--- src/rtl/psrr_pkg.sv ---
package psrr_pkg;

    // fixed field widths
    localparam int TYPE_W   = 3;
    localparam int PROC_W   = 4;
    localparam int CON_W    = 5;
    localparam int CPU_W    = 3;
    localparam int PC_W     = 16;
    localparam int CNT_W    = PC_W + 1;
    localparam int CFG_IDX_W = 1;
    localparam int CFG_DATA_W = 16;

    // default sizes
    localparam int MAX_PROCS_DEF    = 16;
    localparam int MAX_CPUS_DEF     = 8;
    localparam int MAX_CONSOLES_DEF = 32;

    // configuration register indexes and reset values
    localparam logic [CFG_IDX_W-1:0] CFG_MODE    = 1'b0;
    localparam logic [CFG_IDX_W-1:0] CFG_QUANTUM = 1'b1;
    localparam logic [PC_W-1:0]      QUANTUM_RST = 16'd4;

    typedef enum logic [TYPE_W-1:0] {
        REQ_CREATE  = 3'd0,
        REQ_UPDATE  = 3'd1,
        REQ_BLOCK   = 3'd2,
        REQ_UNBLOCK = 3'd3,
        REQ_FINISH  = 3'd4,
        REQ_TICK    = 3'd5,
        REQ_ADD_CPU = 3'd6
    } req_t;

    typedef enum logic [2:0] {
        PH_FREE  = 3'd0,
        PH_READY = 3'd1,
        PH_EXEC  = 3'd2,
        PH_BLOCK = 3'd3,
        PH_EXIT  = 3'd4
    } phase_t;

    // one process table entry; counter msb marks an unassigned counter
    typedef struct packed {
        phase_t              phase;
        logic [CPU_W-1:0]    cpu;
        logic [CON_W-1:0]    console;
        logic [CNT_W-1:0]    counter;
    } proc_ent_t;

    typedef enum logic [3:0] {
        DP_NOP,
        DP_LATCH,
        DP_DECODE,
        DP_RD_IDX,
        DP_RD_PID,
        DP_CR_CHK,
        DP_PID_CHK,
        DP_SC_CHK,
        DP_SC_EXPEL,
        DP_IDX_INC,
        DP_RD_READY,
        DP_DISPATCH,
        DP_RD_EXIT,
        DP_RETIRE
    } dp_op_t;

    typedef enum logic [3:0] {
        S_IDLE,
        S_DECODE,
        S_CR_RD,
        S_CR_CHK,
        S_PID_RD,
        S_PID_CHK,
        S_SC_RD,
        S_SC_CHK,
        S_SC_REM,
        S_SC_NEXT,
        S_DISP_HEAD,
        S_DISPATCH,
        S_RET_HEAD,
        S_RETIRE,
        S_DONE
    } state_t;

    typedef struct packed {
        dp_op_t op;
    } cmd_t;

    typedef struct packed {
        req_t kind;
        logic range_bad;
        logic rr_on;
        logic ph_free;
        logic idx_last;
        logic run_cand;
        logic rem_busy;
        logic disp_ok;
        logic exit_ok;
    } stat_t;

endpackage

--- src/rtl/process_scheduler_fifo_rr_top.sv ---
// channel   | handshake        | signals
// ----------+------------------+------------------------------------------------
// request   | start && !busy   | req_type proc_id console_id pc_value cpu_id
// result    | done (one cycle) | new_proc create_ok state_warning dispatch_*
//           |                  | retire_valid retire_proc retire_console
// config    | cfg_wr_en        | cfg_index cfg_data
//
// one item at a time; create searches the process table for a free slot,
// reading and checking one slot after another up to the last; a round-robin
// tick scans every slot and runs each running slot through the bit-serial
// remainder unit, then goes on to dispatch and retire. reset empties the
// queues and frees all slots at once. results are not held back by the
// receiver.
module process_scheduler_fifo_rr_top import psrr_pkg::*; #(
    parameter int MAX_PROCS    = MAX_PROCS_DEF,
    parameter int MAX_CPUS     = MAX_CPUS_DEF,
    parameter int MAX_CONSOLES = MAX_CONSOLES_DEF
) (
    input  logic                  clk,
    input  logic                  rst_n,
    input  logic                  start,
    output logic                  busy,
    input  logic [TYPE_W-1:0]     req_type,
    input  logic [PROC_W-1:0]     proc_id,
    input  logic [CON_W-1:0]      console_id,
    input  logic [PC_W-1:0]       pc_value,
    input  logic [CPU_W-1:0]      cpu_id,
    output logic                  done,
    output logic [PROC_W-1:0]     new_proc,
    output logic                  create_ok,
    output logic                  state_warning,
    output logic                  dispatch_valid,
    output logic [PROC_W-1:0]     dispatch_proc,
    output logic [CPU_W-1:0]      dispatch_cpu,
    output logic                  retire_valid,
    output logic [PROC_W-1:0]     retire_proc,
    output logic [CON_W-1:0]      retire_console,
    input  logic                  cfg_wr_en,
    input  logic [CFG_IDX_W-1:0]  cfg_index,
    input  logic [CFG_DATA_W-1:0] cfg_data
);

    cmd_t  cmd;
    stat_t stat;

    // sequencer
    psrr_ctrl u_ctrl (
        .clk(clk), .rst_n(rst_n), .start(start), .stat(stat),
        .cmd(cmd), .busy(busy), .done(done)
    );

    // table, queues and result registers
    psrr_datapath #(
        .MAX_PROCS(MAX_PROCS), .MAX_CPUS(MAX_CPUS), .MAX_CONSOLES(MAX_CONSOLES)
    ) u_dp (
        .clk(clk), .rst_n(rst_n), .cmd(cmd), .stat(stat),
        .cfg_wr_en(cfg_wr_en), .cfg_index(cfg_index), .cfg_data(cfg_data),
        .req_type(req_type), .proc_id(proc_id), .console_id(console_id),
        .pc_value(pc_value), .cpu_id(cpu_id),
        .new_proc(new_proc), .create_ok(create_ok), .state_warning(state_warning),
        .dispatch_valid(dispatch_valid), .dispatch_proc(dispatch_proc),
        .dispatch_cpu(dispatch_cpu), .retire_valid(retire_valid),
        .retire_proc(retire_proc), .retire_console(retire_console)
    );

endmodule

--- src/rtl/psrr_fifo.sv ---
module psrr_fifo #(
    parameter int DEPTH = 2,
    parameter int W     = 1
) (
    input  logic         clk,
    input  logic         rst_n,
    input  logic         push,
    input  logic [W-1:0] push_data,
    input  logic         pop,
    output logic [W-1:0] head,
    output logic         empty,
    output logic         full
);

    localparam int AW = (DEPTH > 1) ? $clog2(DEPTH) : 1;
    localparam int CW = $clog2(DEPTH + 1);

    logic [W-1:0]  mem [DEPTH];
    logic [AW-1:0] wr_ptr_reg, wr_ptr_next;
    logic [AW-1:0] rd_ptr_reg, rd_ptr_next;
    logic [CW-1:0] cnt_reg, cnt_next;
    logic [W-1:0]  head_reg;
    logic          do_push, do_pop;

    assign full    = (cnt_reg == CW'(DEPTH));
    assign empty   = (cnt_reg == '0);
    assign do_push = push && !full;
    assign do_pop  = pop && !empty;
    assign head    = head_reg;

    // pointer and count update with wrap
    always_comb
    begin
        wr_ptr_next = wr_ptr_reg;
        rd_ptr_next = rd_ptr_reg;
        cnt_next    = cnt_reg;
        if (do_push)
        begin
            wr_ptr_next = (wr_ptr_reg == AW'(DEPTH - 1)) ? '0 : wr_ptr_reg + 1'b1;
        end
        if (do_pop)
        begin
            rd_ptr_next = (rd_ptr_reg == AW'(DEPTH - 1)) ? '0 : rd_ptr_reg + 1'b1;
        end
        if (do_push && !do_pop)
        begin
            cnt_next = cnt_reg + 1'b1;
        end
        else if (do_pop && !do_push)
        begin
            cnt_next = cnt_reg - 1'b1;
        end
    end

    always_ff @(posedge clk or negedge rst_n)
    begin
        if (!rst_n)
        begin
            wr_ptr_reg <= '0;
            rd_ptr_reg <= '0;
            cnt_reg    <= '0;
        end
        else
        begin
            wr_ptr_reg <= wr_ptr_next;
            rd_ptr_reg <= rd_ptr_next;
            cnt_reg    <= cnt_next;
        end
    end

    // storage, head read registered
    always_ff @(posedge clk)
    begin
        if (do_push)
        begin
            mem[wr_ptr_reg] <= push_data;
        end
        head_reg <= mem[rd_ptr_reg];
    end

endmodule

--- src/rtl/psrr_rem.sv ---
module psrr_rem import psrr_pkg::*; (
    input  logic            clk,
    input  logic            rst_n,
    input  logic            start,
    input  logic [PC_W-1:0] dividend,
    input  logic [PC_W-1:0] divisor,
    output logic            busy,
    output logic            zero
);

    localparam int STEP_W = $clog2(PC_W + 1);

    logic [STEP_W-1:0] step_reg, step_next;
    logic [PC_W-1:0]   rem_reg, rem_next;
    logic [PC_W-1:0]   dvd_reg, dvd_next;
    logic [PC_W:0]     trial;

    assign busy  = (step_reg != '0);
    assign zero  = (rem_reg == '0);
    assign trial = {rem_reg, dvd_reg[PC_W-1]};

    // restoring remainder, one dividend bit a cycle
    always_comb
    begin
        step_next = step_reg;
        rem_next  = rem_reg;
        dvd_next  = dvd_reg;
        if (start)
        begin
            step_next = STEP_W'(PC_W);
            rem_next  = '0;
            dvd_next  = dividend;
        end
        else if (busy)
        begin
            step_next = step_reg - 1'b1;
            dvd_next  = {dvd_reg[PC_W-2:0], 1'b0};
            if (trial >= {1'b0, divisor})
            begin
                rem_next = PC_W'(trial - {1'b0, divisor});
            end
            else
            begin
                rem_next = PC_W'(trial);
            end
        end
    end

    always_ff @(posedge clk or negedge rst_n)
    begin
        if (!rst_n)
        begin
            step_reg <= '0;
        end
        else
        begin
            step_reg <= step_next;
        end
    end

    always_ff @(posedge clk)
    begin
        rem_reg <= rem_next;
        dvd_reg <= dvd_next;
    end

endmodule

--- src/rtl/psrr_datapath.sv ---
module psrr_datapath import psrr_pkg::*; #(
    parameter int MAX_PROCS    = MAX_PROCS_DEF,
    parameter int MAX_CPUS     = MAX_CPUS_DEF,
    parameter int MAX_CONSOLES = MAX_CONSOLES_DEF
) (
    input  logic                  clk,
    input  logic                  rst_n,
    input  cmd_t                  cmd,
    output stat_t                 stat,
    input  logic                  cfg_wr_en,
    input  logic [CFG_IDX_W-1:0]  cfg_index,
    input  logic [CFG_DATA_W-1:0] cfg_data,
    input  logic [TYPE_W-1:0]     req_type,
    input  logic [PROC_W-1:0]     proc_id,
    input  logic [CON_W-1:0]      console_id,
    input  logic [PC_W-1:0]       pc_value,
    input  logic [CPU_W-1:0]      cpu_id,
    output logic [PROC_W-1:0]     new_proc,
    output logic                  create_ok,
    output logic                  state_warning,
    output logic                  dispatch_valid,
    output logic [PROC_W-1:0]     dispatch_proc,
    output logic [CPU_W-1:0]      dispatch_cpu,
    output logic                  retire_valid,
    output logic [PROC_W-1:0]     retire_proc,
    output logic [CON_W-1:0]      retire_console
);

    localparam int PIDX_W = $clog2(MAX_PROCS);

    // configuration
    logic            mode_reg;
    logic [PC_W-1:0] quantum_reg;

    // latched request
    req_t             type_reg;
    logic [PROC_W-1:0] pid_reg;
    logic [CON_W-1:0]  con_reg;
    logic [PC_W-1:0]   pc_reg;
    logic [CPU_W-1:0]  cpu_reg;

    // process table
    proc_ent_t         tbl [MAX_PROCS];
    logic [MAX_PROCS-1:0] valid_reg;
    proc_ent_t         rd_reg;
    logic [PIDX_W-1:0] rd_addr_q;
    logic              rd_en;
    logic [PIDX_W-1:0] rd_addr;
    logic              wr_en;
    logic [PIDX_W-1:0] wr_addr;
    proc_ent_t         wr_data;

    logic [PIDX_W-1:0] idx_reg, idx_next;

    // results
    logic [PROC_W-1:0] new_proc_reg, new_proc_next;
    logic              ok_reg, ok_next;
    logic              warn_reg, warn_next;
    logic              dv_reg, dv_next;
    logic [PROC_W-1:0] dp_reg, dp_next;
    logic [CPU_W-1:0]  dc_reg, dc_next;
    logic              rv_reg, rv_next;
    logic [PROC_W-1:0] rp_reg, rp_next;
    logic [CON_W-1:0]  rc_reg, rc_next;

    // queues
    logic              rq_push, rq_pop, rq_empty, rq_full;
    logic [PIDX_W-1:0] rq_din, rq_head;
    logic              cq_push, cq_pop, cq_empty, cq_full;
    logic [CPU_W-1:0]  cq_din, cq_head;
    logic              xq_push, xq_pop, xq_empty, xq_full;
    logic [PIDX_W-1:0] xq_din, xq_head;

    logic              rem_start, rem_busy, rem_zero;

    phase_t            ph;
    logic [PIDX_W-1:0] pid_slot;
    logic              pid_ok, con_bad, cpu_bad, idx_last, run_cand;

    assign ph       = valid_reg[rd_addr_q] ? rd_reg.phase : PH_FREE;
    assign pid_slot = PIDX_W'(pid_reg);
    assign pid_ok   = 32'(pid_reg) < MAX_PROCS;
    assign con_bad  = 32'(con_reg) >= MAX_CONSOLES;
    assign cpu_bad  = 32'(cpu_reg) >= MAX_CPUS;
    assign idx_last = (idx_reg == PIDX_W'(MAX_PROCS - 1));
    assign run_cand = (ph == PH_EXEC) && !rd_reg.counter[CNT_W-1];
    assign rem_start = (cmd.op == DP_SC_CHK) && run_cand;

    // status to the controller
    always_comb
    begin
        stat.kind      = type_reg;
        stat.range_bad = 1'b0;
        if (type_reg == REQ_CREATE)
        begin
            stat.range_bad = con_bad;
        end
        else if (type_reg inside {REQ_UPDATE, REQ_BLOCK, REQ_UNBLOCK, REQ_FINISH})
        begin
            stat.range_bad = !pid_ok;
        end
        stat.rr_on    = mode_reg && (quantum_reg != '0);
        stat.ph_free  = (ph == PH_FREE);
        stat.idx_last = idx_last;
        stat.run_cand = run_cand;
        stat.rem_busy = rem_busy;
        stat.disp_ok  = !rq_empty && !cq_empty;
        stat.exit_ok  = !xq_empty;
    end

    // per-operation work
    always_comb
    begin
        rd_en   = 1'b0;
        rd_addr = idx_reg;
        wr_en   = 1'b0;
        wr_addr = rd_addr_q;
        wr_data = rd_reg;
        rq_push = 1'b0;
        rq_din  = rd_addr_q;
        rq_pop  = 1'b0;
        cq_push = 1'b0;
        cq_din  = rd_reg.cpu;
        cq_pop  = 1'b0;
        xq_push = 1'b0;
        xq_din  = rd_addr_q;
        xq_pop  = 1'b0;
        idx_next      = idx_reg;
        new_proc_next = new_proc_reg;
        ok_next       = ok_reg;
        warn_next     = warn_reg;
        dv_next       = dv_reg;
        dp_next       = dp_reg;
        dc_next       = dc_reg;
        rv_next       = rv_reg;
        rp_next       = rp_reg;
        rc_next       = rc_reg;
        case (cmd.op)
            DP_LATCH:
            begin
                new_proc_next = '0;
                ok_next       = 1'b0;
                warn_next     = 1'b0;
                dv_next       = 1'b0;
                dp_next       = '0;
                dc_next       = '0;
                rv_next       = 1'b0;
                rp_next       = '0;
                rc_next       = '0;
            end
            DP_DECODE:
            begin
                idx_next = '0;
                if (stat.range_bad)
                begin
                    warn_next = 1'b1;
                end
                if (type_reg == REQ_ADD_CPU)
                begin
                    if (cpu_bad || cq_full)
                    begin
                        warn_next = 1'b1;
                    end
                    else
                    begin
                        cq_push = 1'b1;
                        cq_din  = cpu_reg;
                    end
                end
            end
            DP_RD_IDX:
            begin
                rd_en   = 1'b1;
                rd_addr = idx_reg;
            end
            DP_RD_PID:
            begin
                rd_en   = 1'b1;
                rd_addr = pid_slot;
            end
            DP_RD_READY:
            begin
                rd_en   = 1'b1;
                rd_addr = rq_head;
            end
            DP_RD_EXIT:
            begin
                rd_en   = 1'b1;
                rd_addr = xq_head;
            end
            DP_CR_CHK:
            begin
                if (ph == PH_FREE)
                begin
                    wr_en           = 1'b1;
                    wr_data.phase   = PH_READY;
                    wr_data.cpu     = '0;
                    wr_data.console = con_reg;
                    wr_data.counter = {1'b1, {PC_W{1'b0}}};
                    new_proc_next   = PROC_W'(rd_addr_q);
                    ok_next         = 1'b1;
                    rq_push         = 1'b1;
                    if (rq_full)
                    begin
                        warn_next = 1'b1;
                    end
                end
                else if (!idx_last)
                begin
                    idx_next = idx_reg + 1'b1;
                end
            end
            DP_PID_CHK:
            begin
                if (ph == PH_FREE)
                begin
                    warn_next = 1'b1;
                end
                else
                begin
                    wr_en = 1'b1;
                    case (type_reg)
                        REQ_UPDATE:
                        begin
                            wr_data.counter = {1'b0, pc_reg};
                        end
                        REQ_BLOCK:
                        begin
                            if (ph == PH_EXEC)
                            begin
                                cq_push = 1'b1;
                                if (cq_full)
                                begin
                                    warn_next = 1'b1;
                                end
                            end
                            else
                            begin
                                warn_next = 1'b1;
                            end
                            wr_data.phase = PH_BLOCK;
                        end
                        REQ_UNBLOCK:
                        begin
                            if (ph != PH_BLOCK || rq_full)
                            begin
                                warn_next = 1'b1;
                            end
                            rq_push       = 1'b1;
                            wr_data.phase = PH_READY;
                        end
                        REQ_FINISH:
                        begin
                            if (ph == PH_EXEC)
                            begin
                                cq_push = 1'b1;
                                if (cq_full)
                                begin
                                    warn_next = 1'b1;
                                end
                            end
                            xq_push = 1'b1;
                            if (xq_full)
                            begin
                                warn_next = 1'b1;
                            end
                            wr_data.phase = PH_EXIT;
                        end
                        default:
                        begin
                            wr_en = 1'b0;
                        end
                    endcase
                end
            end
            DP_SC_EXPEL:
            begin
                if (rem_zero)
                begin
                    wr_en         = 1'b1;
                    wr_data.phase = PH_READY;
                    rq_push       = 1'b1;
                    cq_push       = 1'b1;
                    if (rq_full || cq_full)
                    begin
                        warn_next = 1'b1;
                    end
                end
            end
            DP_IDX_INC:
            begin
                if (!idx_last)
                begin
                    idx_next = idx_reg + 1'b1;
                end
            end
            DP_DISPATCH:
            begin
                rq_pop = 1'b1;
                if (ph == PH_FREE)
                begin
                    warn_next = 1'b1;
                end
                else
                begin
                    cq_pop = 1'b1;
                    if (ph != PH_READY)
                    begin
                        warn_next = 1'b1;
                    end
                    wr_en         = 1'b1;
                    wr_data.phase = PH_EXEC;
                    wr_data.cpu   = cq_head;
                    dv_next       = 1'b1;
                    dp_next       = PROC_W'(rd_addr_q);
                    dc_next       = cq_head;
                end
            end
            DP_RETIRE:
            begin
                xq_pop = 1'b1;
                if (ph == PH_FREE)
                begin
                    warn_next = 1'b1;
                end
                else
                begin
                    if (ph != PH_EXIT)
                    begin
                        warn_next = 1'b1;
                    end
                    wr_en         = 1'b1;
                    wr_data.phase = PH_FREE;
                    rv_next       = 1'b1;
                    rp_next       = PROC_W'(rd_addr_q);
                    rc_next       = rd_reg.console;
                end
            end
            default:
            begin
            end
        endcase
    end

    // configuration and valid bits
    always_ff @(posedge clk or negedge rst_n)
    begin
        if (!rst_n)
        begin
            mode_reg    <= 1'b0;
            quantum_reg <= QUANTUM_RST;
            valid_reg   <= '0;
        end
        else
        begin
            if (cfg_wr_en)
            begin
                case (cfg_index)
                    CFG_MODE:    mode_reg    <= cfg_data[0];
                    CFG_QUANTUM: quantum_reg <= cfg_data[PC_W-1:0];
                    default:     mode_reg    <= mode_reg;
                endcase
            end
            if (wr_en)
            begin
                valid_reg[wr_addr] <= 1'b1;
            end
        end
    end

    // payload registers
    always_ff @(posedge clk)
    begin
        if (cmd.op == DP_LATCH)
        begin
            type_reg <= req_t'(req_type);
            pid_reg  <= proc_id;
            con_reg  <= console_id;
            pc_reg   <= pc_value;
            cpu_reg  <= cpu_id;
        end
        if (wr_en)
        begin
            tbl[wr_addr] <= wr_data;
        end
        if (rd_en)
        begin
            rd_reg    <= tbl[rd_addr];
            rd_addr_q <= rd_addr;
        end
        idx_reg      <= idx_next;
        new_proc_reg <= new_proc_next;
        ok_reg       <= ok_next;
        warn_reg     <= warn_next;
        dv_reg       <= dv_next;
        dp_reg       <= dp_next;
        dc_reg       <= dc_next;
        rv_reg       <= rv_next;
        rp_reg       <= rp_next;
        rc_reg       <= rc_next;
    end

    // queues
    psrr_fifo #(.DEPTH(MAX_PROCS), .W(PIDX_W)) u_ready_q (
        .clk(clk), .rst_n(rst_n), .push(rq_push), .push_data(rq_din),
        .pop(rq_pop), .head(rq_head), .empty(rq_empty), .full(rq_full)
    );

    psrr_fifo #(.DEPTH(MAX_CPUS), .W(CPU_W)) u_cpu_q (
        .clk(clk), .rst_n(rst_n), .push(cq_push), .push_data(cq_din),
        .pop(cq_pop), .head(cq_head), .empty(cq_empty), .full(cq_full)
    );

    psrr_fifo #(.DEPTH(MAX_PROCS), .W(PIDX_W)) u_exit_q (
        .clk(clk), .rst_n(rst_n), .push(xq_push), .push_data(xq_din),
        .pop(xq_pop), .head(xq_head), .empty(xq_empty), .full(xq_full)
    );

    // quantum check
    psrr_rem u_rem (
        .clk(clk), .rst_n(rst_n), .start(rem_start),
        .dividend(rd_reg.counter[PC_W-1:0]), .divisor(quantum_reg),
        .busy(rem_busy), .zero(rem_zero)
    );

    assign new_proc       = new_proc_reg;
    assign create_ok      = ok_reg;
    assign state_warning  = warn_reg;
    assign dispatch_valid = dv_reg;
    assign dispatch_proc  = dp_reg;
    assign dispatch_cpu   = dc_reg;
    assign retire_valid   = rv_reg;
    assign retire_proc    = rp_reg;
    assign retire_console = rc_reg;

endmodule

--- src/rtl/psrr_ctrl.sv ---
module psrr_ctrl import psrr_pkg::*; (
    input  logic  clk,
    input  logic  rst_n,
    input  logic  start,
    input  stat_t stat,
    output cmd_t  cmd,
    output logic  busy,
    output logic  done
);

    state_t state_reg, state_next;

    // next state
    always_comb
    begin
        state_next = state_reg;
        case (state_reg)
            S_IDLE:
            begin
                if (start)
                begin
                    state_next = S_DECODE;
                end
            end
            S_DECODE:
            begin
                if (stat.kind == REQ_CREATE && !stat.range_bad)
                begin
                    state_next = S_CR_RD;
                end
                else if (stat.kind inside {REQ_UPDATE, REQ_BLOCK, REQ_UNBLOCK, REQ_FINISH}
                         && !stat.range_bad)
                begin
                    state_next = S_PID_RD;
                end
                else if (stat.kind == REQ_TICK)
                begin
                    state_next = stat.rr_on ? S_SC_RD : S_DISP_HEAD;
                end
                else
                begin
                    state_next = S_DONE;
                end
            end
            S_CR_RD:     state_next = S_CR_CHK;
            S_CR_CHK:    state_next = (stat.ph_free || stat.idx_last) ? S_DONE : S_CR_RD;
            S_PID_RD:    state_next = S_PID_CHK;
            S_PID_CHK:   state_next = S_DONE;
            S_SC_RD:     state_next = S_SC_CHK;
            S_SC_CHK:    state_next = stat.run_cand ? S_SC_REM : S_SC_NEXT;
            S_SC_REM:
            begin
                if (!stat.rem_busy)
                begin
                    state_next = S_SC_NEXT;
                end
            end
            S_SC_NEXT:   state_next = stat.idx_last ? S_DISP_HEAD : S_SC_RD;
            S_DISP_HEAD: state_next = stat.disp_ok ? S_DISPATCH : S_RET_HEAD;
            S_DISPATCH:  state_next = S_RET_HEAD;
            S_RET_HEAD:  state_next = stat.exit_ok ? S_RETIRE : S_DONE;
            S_RETIRE:    state_next = S_DONE;
            S_DONE:      state_next = S_IDLE;
            default:     state_next = S_IDLE;
        endcase
    end

    // outputs
    always_comb
    begin
        cmd.op = DP_NOP;
        busy   = (state_reg != S_IDLE);
        done   = (state_reg == S_DONE);
        case (state_reg)
            S_IDLE:      cmd.op = start ? DP_LATCH : DP_NOP;
            S_DECODE:    cmd.op = DP_DECODE;
            S_CR_RD:     cmd.op = DP_RD_IDX;
            S_CR_CHK:    cmd.op = DP_CR_CHK;
            S_PID_RD:    cmd.op = DP_RD_PID;
            S_PID_CHK:   cmd.op = DP_PID_CHK;
            S_SC_RD:     cmd.op = DP_RD_IDX;
            S_SC_CHK:    cmd.op = DP_SC_CHK;
            S_SC_REM:    cmd.op = stat.rem_busy ? DP_NOP : DP_SC_EXPEL;
            S_SC_NEXT:   cmd.op = DP_IDX_INC;
            S_DISP_HEAD: cmd.op = DP_RD_READY;
            S_DISPATCH:  cmd.op = DP_DISPATCH;
            S_RET_HEAD:  cmd.op = DP_RD_EXIT;
            S_RETIRE:    cmd.op = DP_RETIRE;
            default:     cmd.op = DP_NOP;
        endcase
    end

    always_ff @(posedge clk or negedge rst_n)
    begin
        if (!rst_n)
        begin
            state_reg <= S_IDLE;
        end
        else
        begin
            state_reg <= state_next;
        end
    end

endmodule
--- config.mk ---
export PLATFORM = sky130hd
export DESIGN_NAME = process_scheduler_fifo_rr_top
export DESIGN_NICKNAME = d
export VERILOG_FILES = /design/src/rtl/psrr_pkg.sv /design/src/rtl/process_scheduler_fifo_rr_top.sv /design/src/rtl/psrr_fifo.sv /design/src/rtl/psrr_rem.sv /design/src/rtl/psrr_datapath.sv /design/src/rtl/psrr_ctrl.sv
export SDC_FILE = /design/constraint.sdc
export NUM_CORES = 1
export LEC_CHECK = 0
export BUFFER_PORTS_ARGS = -buffer_cell sky130_fd_sc_hd__buf_2
export CAP_MARGIN = 20
export CORE_MARGIN = 2
export CORE_UTILIZATION = 30
export CTS_BUF_LIST = sky130_fd_sc_hd__clkbuf_2
export DETAILED_ROUTE_END_ITERATION = 6
export PLACE_DENSITY = 0.56
export SYNTH_ARGS = -nofsm -noshare
export SYNTH_HDL_FRONTEND = slang
export SYNTH_SLANG_ARGS = --single-unit
--- constraint.sdc ---
create_clock -name clk -period 12.41 [get_ports clk]
set_input_delay 1.8615 -clock clk [delete_from_list [all_inputs] [get_ports clk]]
set_output_delay 1.8615 -clock clk [all_outputs]
set_load 0.05 [all_outputs]
# [After elaboration in Yosys (flattened, before gate mapping)]
# Memories as Yosys holds them, arrays and structs flattened. A register that Yosys moved wholly into a read port is not among the register bits.
# Index checks and enable logic that the tools add are counted.
[totals] reg_bits=173 ram_bits=600 in_bits=52 out_inout_bits=26 wordCells=302 memories=4
[classes] add_sub_neg=15 n_lt_le_gt_ge=3 eq_ne=62 n_mux=117 n_bitwise=2 reduce_logical=67
[mem_list] memory="u_dp.tbl" words=16 word_bits=28 rd=1 rd_ports_with_merged_regs=1 write_ports=1 line_no="psrr_datapath.sv:43" source="proc_ent_t tbl [MAX_PROCS];"
[mem_list] memory="u_dp.u_exit_q.mem" words=16 word_bits=4 rd=1 rd_ports_with_merged_regs=1 write_ports=1 line_no="psrr_fifo.sv:18" source="logic [W-1:0] mem [DEPTH];"
[mem_list] memory="u_dp.u_ready_q.mem" words=16 word_bits=4 rd=1 rd_ports_with_merged_regs=1 write_ports=1 line_no="psrr_fifo.sv:18"
[mem_list] memory="u_dp.u_cpu_q.mem" words=8 word_bits=3 rd=1 rd_ports_with_merged_regs=1 write_ports=1 line_no="psrr_fifo.sv:18"
[op_table] operator="one-hot mux 4 bit (13 select lines)" n=2
[op_table] operator="== test 4 bit (second input constant)" n=19
[op_table] operator="two-way mux 4 bit" n=19
[op_table] operator="two-way mux 1 bit" n=48
[op_table] operator="two-way mux 16 bit" n=3
[op_table] operator="two-way mux 5 bit" n=8
[op_table] operator="two-way mux 17 bit" n=2
[op_table] operator="one-hot mux 17 bit (2 select lines)" n=1
[op_table] operator="two-way mux 3 bit" n=11
[op_table] operator="== test 4 x 3 -> 1 bit (second input constant)" n=8
[op_table] operator="two-way mux 28 bit" n=1
[op_table] operator="adder 4 x 1 -> 4 bit (second input constant)" n=6
[op_table] operator="one-hot mux 4 bit (2 select lines)" n=3
[op_table] operator="one-hot mux 4 bit (3 select lines)" n=2
[op_table] operator=">= comparator 17 x 16 -> 1 bit" n=1
[op_table] operator="logical AND 1 bit" n=17
[op_table] operator="== test 4 x 2 -> 1 bit (second input constant)" n=4
[op_table] operator="logical NOT 16 bit" n=1
[op_table] operator="bitwise OR 16 bit" n=1
[op_table] operator="nonzero test 16 bit" n=1
[op_table] operator="subtractor 16 bit" n=1
[op_table] operator="== test 3 bit (second input constant)" n=5
[op_table] operator="one-hot mux 3 bit (5 select lines)" n=1
[op_table] operator="subtractor 5 x 1 -> 5 bit (second input constant)" n=3
[op_table] operator="43 further kinds" n=98

# [Logic depth before layout (Yosys ltp)]
[depth] depth_word=13 ltp_mapped=18 ltp_nobuf=16

# [Cells and area by module]
# A second synthesis with hierarchy kept.
[unflattened] cells_unflattened=2373 hier_area_um2=34966.0
[modules_own_cells] module="psrr_datapath" n_inst=1 cells_each=1469 area_each_um2=23103.4 seq_area_each_um2=17012.6
[modules_own_cells] module="psrr_fifo at u_dp.u_exit_q ..." n_inst=2 cells_each=229 area_each_um2=3520.9 seq_area_each_um2=2327.2
[modules_own_cells] module="psrr_rem" n_inst=1 cells_each=275 area_each_um2=2637.5 seq_area_each_um2=925.9
[modules_own_cells] module="psrr_fifo at u_dp.u_cpu_q" n_inst=1 cells_each=104 area_each_um2=1642.8 seq_area_each_um2=1031.0
[modules_own_cells] module="psrr_ctrl" n_inst=1 cells_each=67 area_each_um2=540.5 seq_area_each_um2=100.1

# [Least setup slack after synthesis]
# No wires, ideal clock.
[synth_timing] path_kind="register to register" start="register u_dp.rd_addr_q[0]" end="memory u_dp.tbl[6][0] (netlist bit), enable pin" setup_time_ns=0.494 arrival_ns=5.260 required_ns=11.916 path_slack_ns=6.656 stages_incl_launch_ff=10 n_path_buf=2 synth_period_minus_slack_ns=5.754 cell_sequence="edfxtp_1 -> buf_6 -> mux4_1 -> mux2i_1 -> mux2_2 -> buf_6 -> o21ai_2 -> o21ai_0 -> nor2_1 -> nor4b_1"
[synth_between] elab_chain_cells=8 word_cells_on_any_way=10 classes_between="9 x mux; 1 x reduce/logical"
[synth_lines] item="from (decl)" line_no="psrr_datapath.sv:46" source="logic [PIDX_W-1:0] rd_addr_q;"
[synth_lines] item="from (signal assigned)" line_no="psrr_datapath.sv:389" source="rd_addr_q <= rd_addr;"
[synth_lines] item="binary-select mux 1 bit (select 4 bit)" line_no="psrr_datapath.sv:80" source="assign ph = valid_reg[rd_addr_q] ? rd_reg.phase : PH_FREE;"
[synth_lines] item="two-way mux 1 bit (implied by the code)" line_no="psrr_datapath.sv:80"
[synth_lines] item="two-way mux 3 bit" line_no="psrr_datapath.sv:80"
[synth_lines] item="logical NOT 3 bit"
[synth_lines] item="two-way mux 1 bit (on tied branches)"
[synth_lines] item="one-hot mux 1 bit (4 select lines)" line_no="psrr_datapath.sv:138" source="case (cmd.op)"
[synth_lines] item="two-way mux 1 bit" line_no="psrr_datapath.sv:382" source="if (wr_en)"
[synth_lines] item="two-way mux 1 bit (implied by the code)" line_no="psrr_datapath.sv:384" source="tbl[wr_addr] <= wr_data;"
[synth_lines] item="to (decl)" line_no="psrr_datapath.sv:43"
# Parallel ways exist; a longest one is shown, timed or not. The select of a mux whose other input is x is not followed.

# [Final worst setup path]
[layout_timing] start="register u_ctrl.state_reg[0]" end="output done"
[layout_between] elab_chain_cells=1
[layout_lines] item="from (decl)" line_no="psrr_ctrl.sv:11" source="state_t state_reg, state_next;"
[layout_lines] item="from (signal assigned)" line_no="psrr_ctrl.sv:101" source="state_reg <= state_next;"
[layout_lines] item="== test 4 bit" line_no="psrr_ctrl.sv:73" source="done = (state_reg == S_DONE);"
[layout_lines] item="to (decl)" line_no="process_scheduler_fifo_rr_top.sv:28" source="output logic done,"
# No other way between the ends.

==> flow_summary.json <==
{
  "status": "finished clean",
  "fmax_ghz": 0.207,
  "ys_warn_count": 0,
  "pwr-share-clk": 0.193,
  "die-area_mm2": 0.117,
  "dp_hpwl_um": 47500,
  "crit_fanout": 24,
  "cts_resized": 0,
  "final_cell_mix": "edfxtp_1, nand2_1, clkbuf_2",
  "rows": 123,
  "grt_pass1_vias": 21000,
  "cp_top_family": "flip-flops",
  "clockRootBuffer": "clkbuf_2",
  "min_period_ns": 4.83,
  "synth_seq_cells": 812,
  "via_per_inst": 4.82,
  "synthArstFlopShare": 0.0961,
  "clock_skew_ns": 0.154,
  "io_pins": 78,
  "relSlewSlack": 0.0985,
  "rr_startpoint": "u_dp.rd_addr_q[0]",
  "cts_setup_buffers": 0,
  "crit_path_max_incr_delay_ns": 0.84,
  "hold_buffers": 0,
  "grt_max_degree": 151,
  "rsz0062_at_grt": "no",
  "crit_path_cell_trace": "inv_1 -> and2_1 -> buf_2",
  "routed-via-count": 21100,
  "gp_congestion": 0.790,
  "worstSkewPairLatency_ns": 1.48,
  "syn_avg_cell_area_um2": 13.6,
  "yosys.area_share.simple": 0.127,
  "p_seq_frac": 0.435,
  "portBuffers": 77,
  "crit_type": "flop to output pin",
  "drt_iter0_markers": 1611,
  "synth.distinct_cells": 82,
  "synth_xor_area_frac": 0.00767,
  "peakVddDrop_mv": 0.133,
  "swShare": 0.394,
  "final_max_slew_viol_count": 0,
  "power_leakage_uw": 0.0142,
  "synth.area.mux_share": 0.0753,
  "worst_slew_pin_slew_ns": 1.35,
  "synthAdderAreaFrac": 0.0184,
  "htreeDepth": 4,
  "fp.dieW_um": 342,
  "synth_area_mm2": 0.0343,
  "drt_wl_total_um": 83200,
  "required_ns": 10.55,
  "start_util": 0.303,
  "drt-wirelength-per-cell_um": 19.0,
  "p_int_uw": 5510,
  "syn_inst": 2519,
  "nets": 2826,
  "setup_viol": 0,
  "synth_top_family_by_area": "simple AND/OR/NAND/NOR gates",
  "seq_area_frac_synth": 0.692,
  "top_register": "u_dp.tbl",
  "area_delta_synth_final_pct": 12.0,
  "final_common_cell": "edfxtp_1",
  "first_pass_iters": 5,
  "die_y_um": 342,
  "synth_nets": 2619,
  "worstPathBufferInverterCount": 2,
  "cts.sinks": 812,
  "start_kind": "flop",
  "antenna_found_initial": 7,
  "cts.path.max_buffers": 3,
  "cts_tree": "built",
  "synth_compound_area_frac": 0.0574,
  "path_clk_slew_ns": 0.11,
  "layout-drive-gt1-share": 0.206,
  "hold_path_class": "primary input to asynchronous set/reset pin",
  "overflow": 0,
  "synth-edff-count": 707,
  "combPwrFrac": 0.372,
  "largest_reg_flops": 448,
  "synth_ff_type": "edfxtp_1",
  "max-cap-violations": 0,
  "post-route-period-util": 0.389,
  "endpoint_kind": "output pin",
  "power.total_uw": 9090,
  "crit_arrival_ns": 2.97,
  "power.density_mw_per_mm2": 237,
  "grt_pass1_wl_um": 127000,
  "hold_violations": 0,
  "drc": 0,
  "grt_use_total": 0.142,
  "numCtsBuffers": 202,
  "core_mm2": 0.113,
  "top_regs": "u_dp.tbl (448), u_dp.u_exit_q.mem (64), u_dp.u_ready_q.mem (64)",
  "critPathSlowestCell": "dfrtp_1",
  "tns_ns": 0,
  "ant_nets": 0,
  "p_switching_uw": 3580,
  "timing.critical_path.from": "u_ctrl.state_reg[0]"
}
path summary, 6_finish.rpt:
path | endpoint | slack [ns] | depth (start not counted)
setup / recovery | done | 7.58 | 3
hold / removal | u_dp.u_exit_q.rd_ptr_reg[1] | 0.35 | 1
setup reg to reg | u_dp.u_cpu_q.cnt_reg[3] | 7.79 | 16
hold reg to reg | u_dp.u_rem.rem_reg[3] | 0.48 | 2
max in group asynchronous | u_dp.quantum_reg[3] | 10.86 | 2
min in group clk | u_dp.u_rem.rem_reg[3] | 0.48 | 2
cells in the mapped netlist, drive strengths merged (31+ instances only):
master | number | area share
nor2 | 88 | 0.0096
mux2i | 103 | 0.030
inv | 53 | 0.0058
ha | 44 | 0.016
buf | 42 | 0.0059
o21ai | 108 | 0.016
mux2 | 37 | 0.012
nand3 | 142 | 0.021
mux4 | 50 | 0.033
nand2 | 546 | 0.060
o221ai | 31 | 0.0079
clkbuf | 94 | 0.010
edfxtp | 707 | 0.62
dfrtp | 77 | 0.056
and2 | 42 | 0.0077
metal layers:
metal | GRT usage | wire, um
met1 | 0.188 | 37500
met2 | 0.227 | 39300
met3 | 0.0318 | 4530
met4 | 0.0523 | 1810
met5 | 0 | 61
cell type report:
class                      instances  area [um2]
fill                           11200       74600
timing repair buffer             139         858
clock buffer                     290        1450
multi-input combinational       1517        9920
antenna                            5        12.5
clock inverter                    65         318
sequential                       812       23700
tap                             1500        1880
inverter                          54         208
power groups by stage:
stage | sequential (uW) | clock [uW] | combinational, uW
2_1_floorplan | 3970 | 0 | 2360
3_3_place_gp | 4010 | 0 | 3370
3_5_place_dp | 4010 | 0 | 3410
4_1_cts | 3950 | 1830 | 3420
5_1_grt | 3990 | 1970 | 3750
6_report | 3950 | 1750 | 3380
metrics by stage:
stage,area [um2],util,hold WS [ns],setup WS [ns],cells
2_1_floorplan,34300,-,0.423,6.66,2519
3_3_place_gp,36600,0.324,0.443,7.78,4019
3_5_place_dp,36600,0.324,0.451,7.78,4020
4_1_cts,38300,0.339,0.173,7.41,4375
5_1_grt,38400,0.340,0.218,7.30,4382
6_report,38400,0.340,0.350,7.58,4382
logic make-up after synthesis:
kind of cell | count (synthesis)
adder cells (fa/ha/maj) | 48
multiplexers | 190
flip-flops | 812
XOR/XNOR | 30
AO/OA/AOI/OAI | 288
AND/OR/NAND/NOR | 961
buffers and inverters | 190
(Power assumes the default switching activity.)
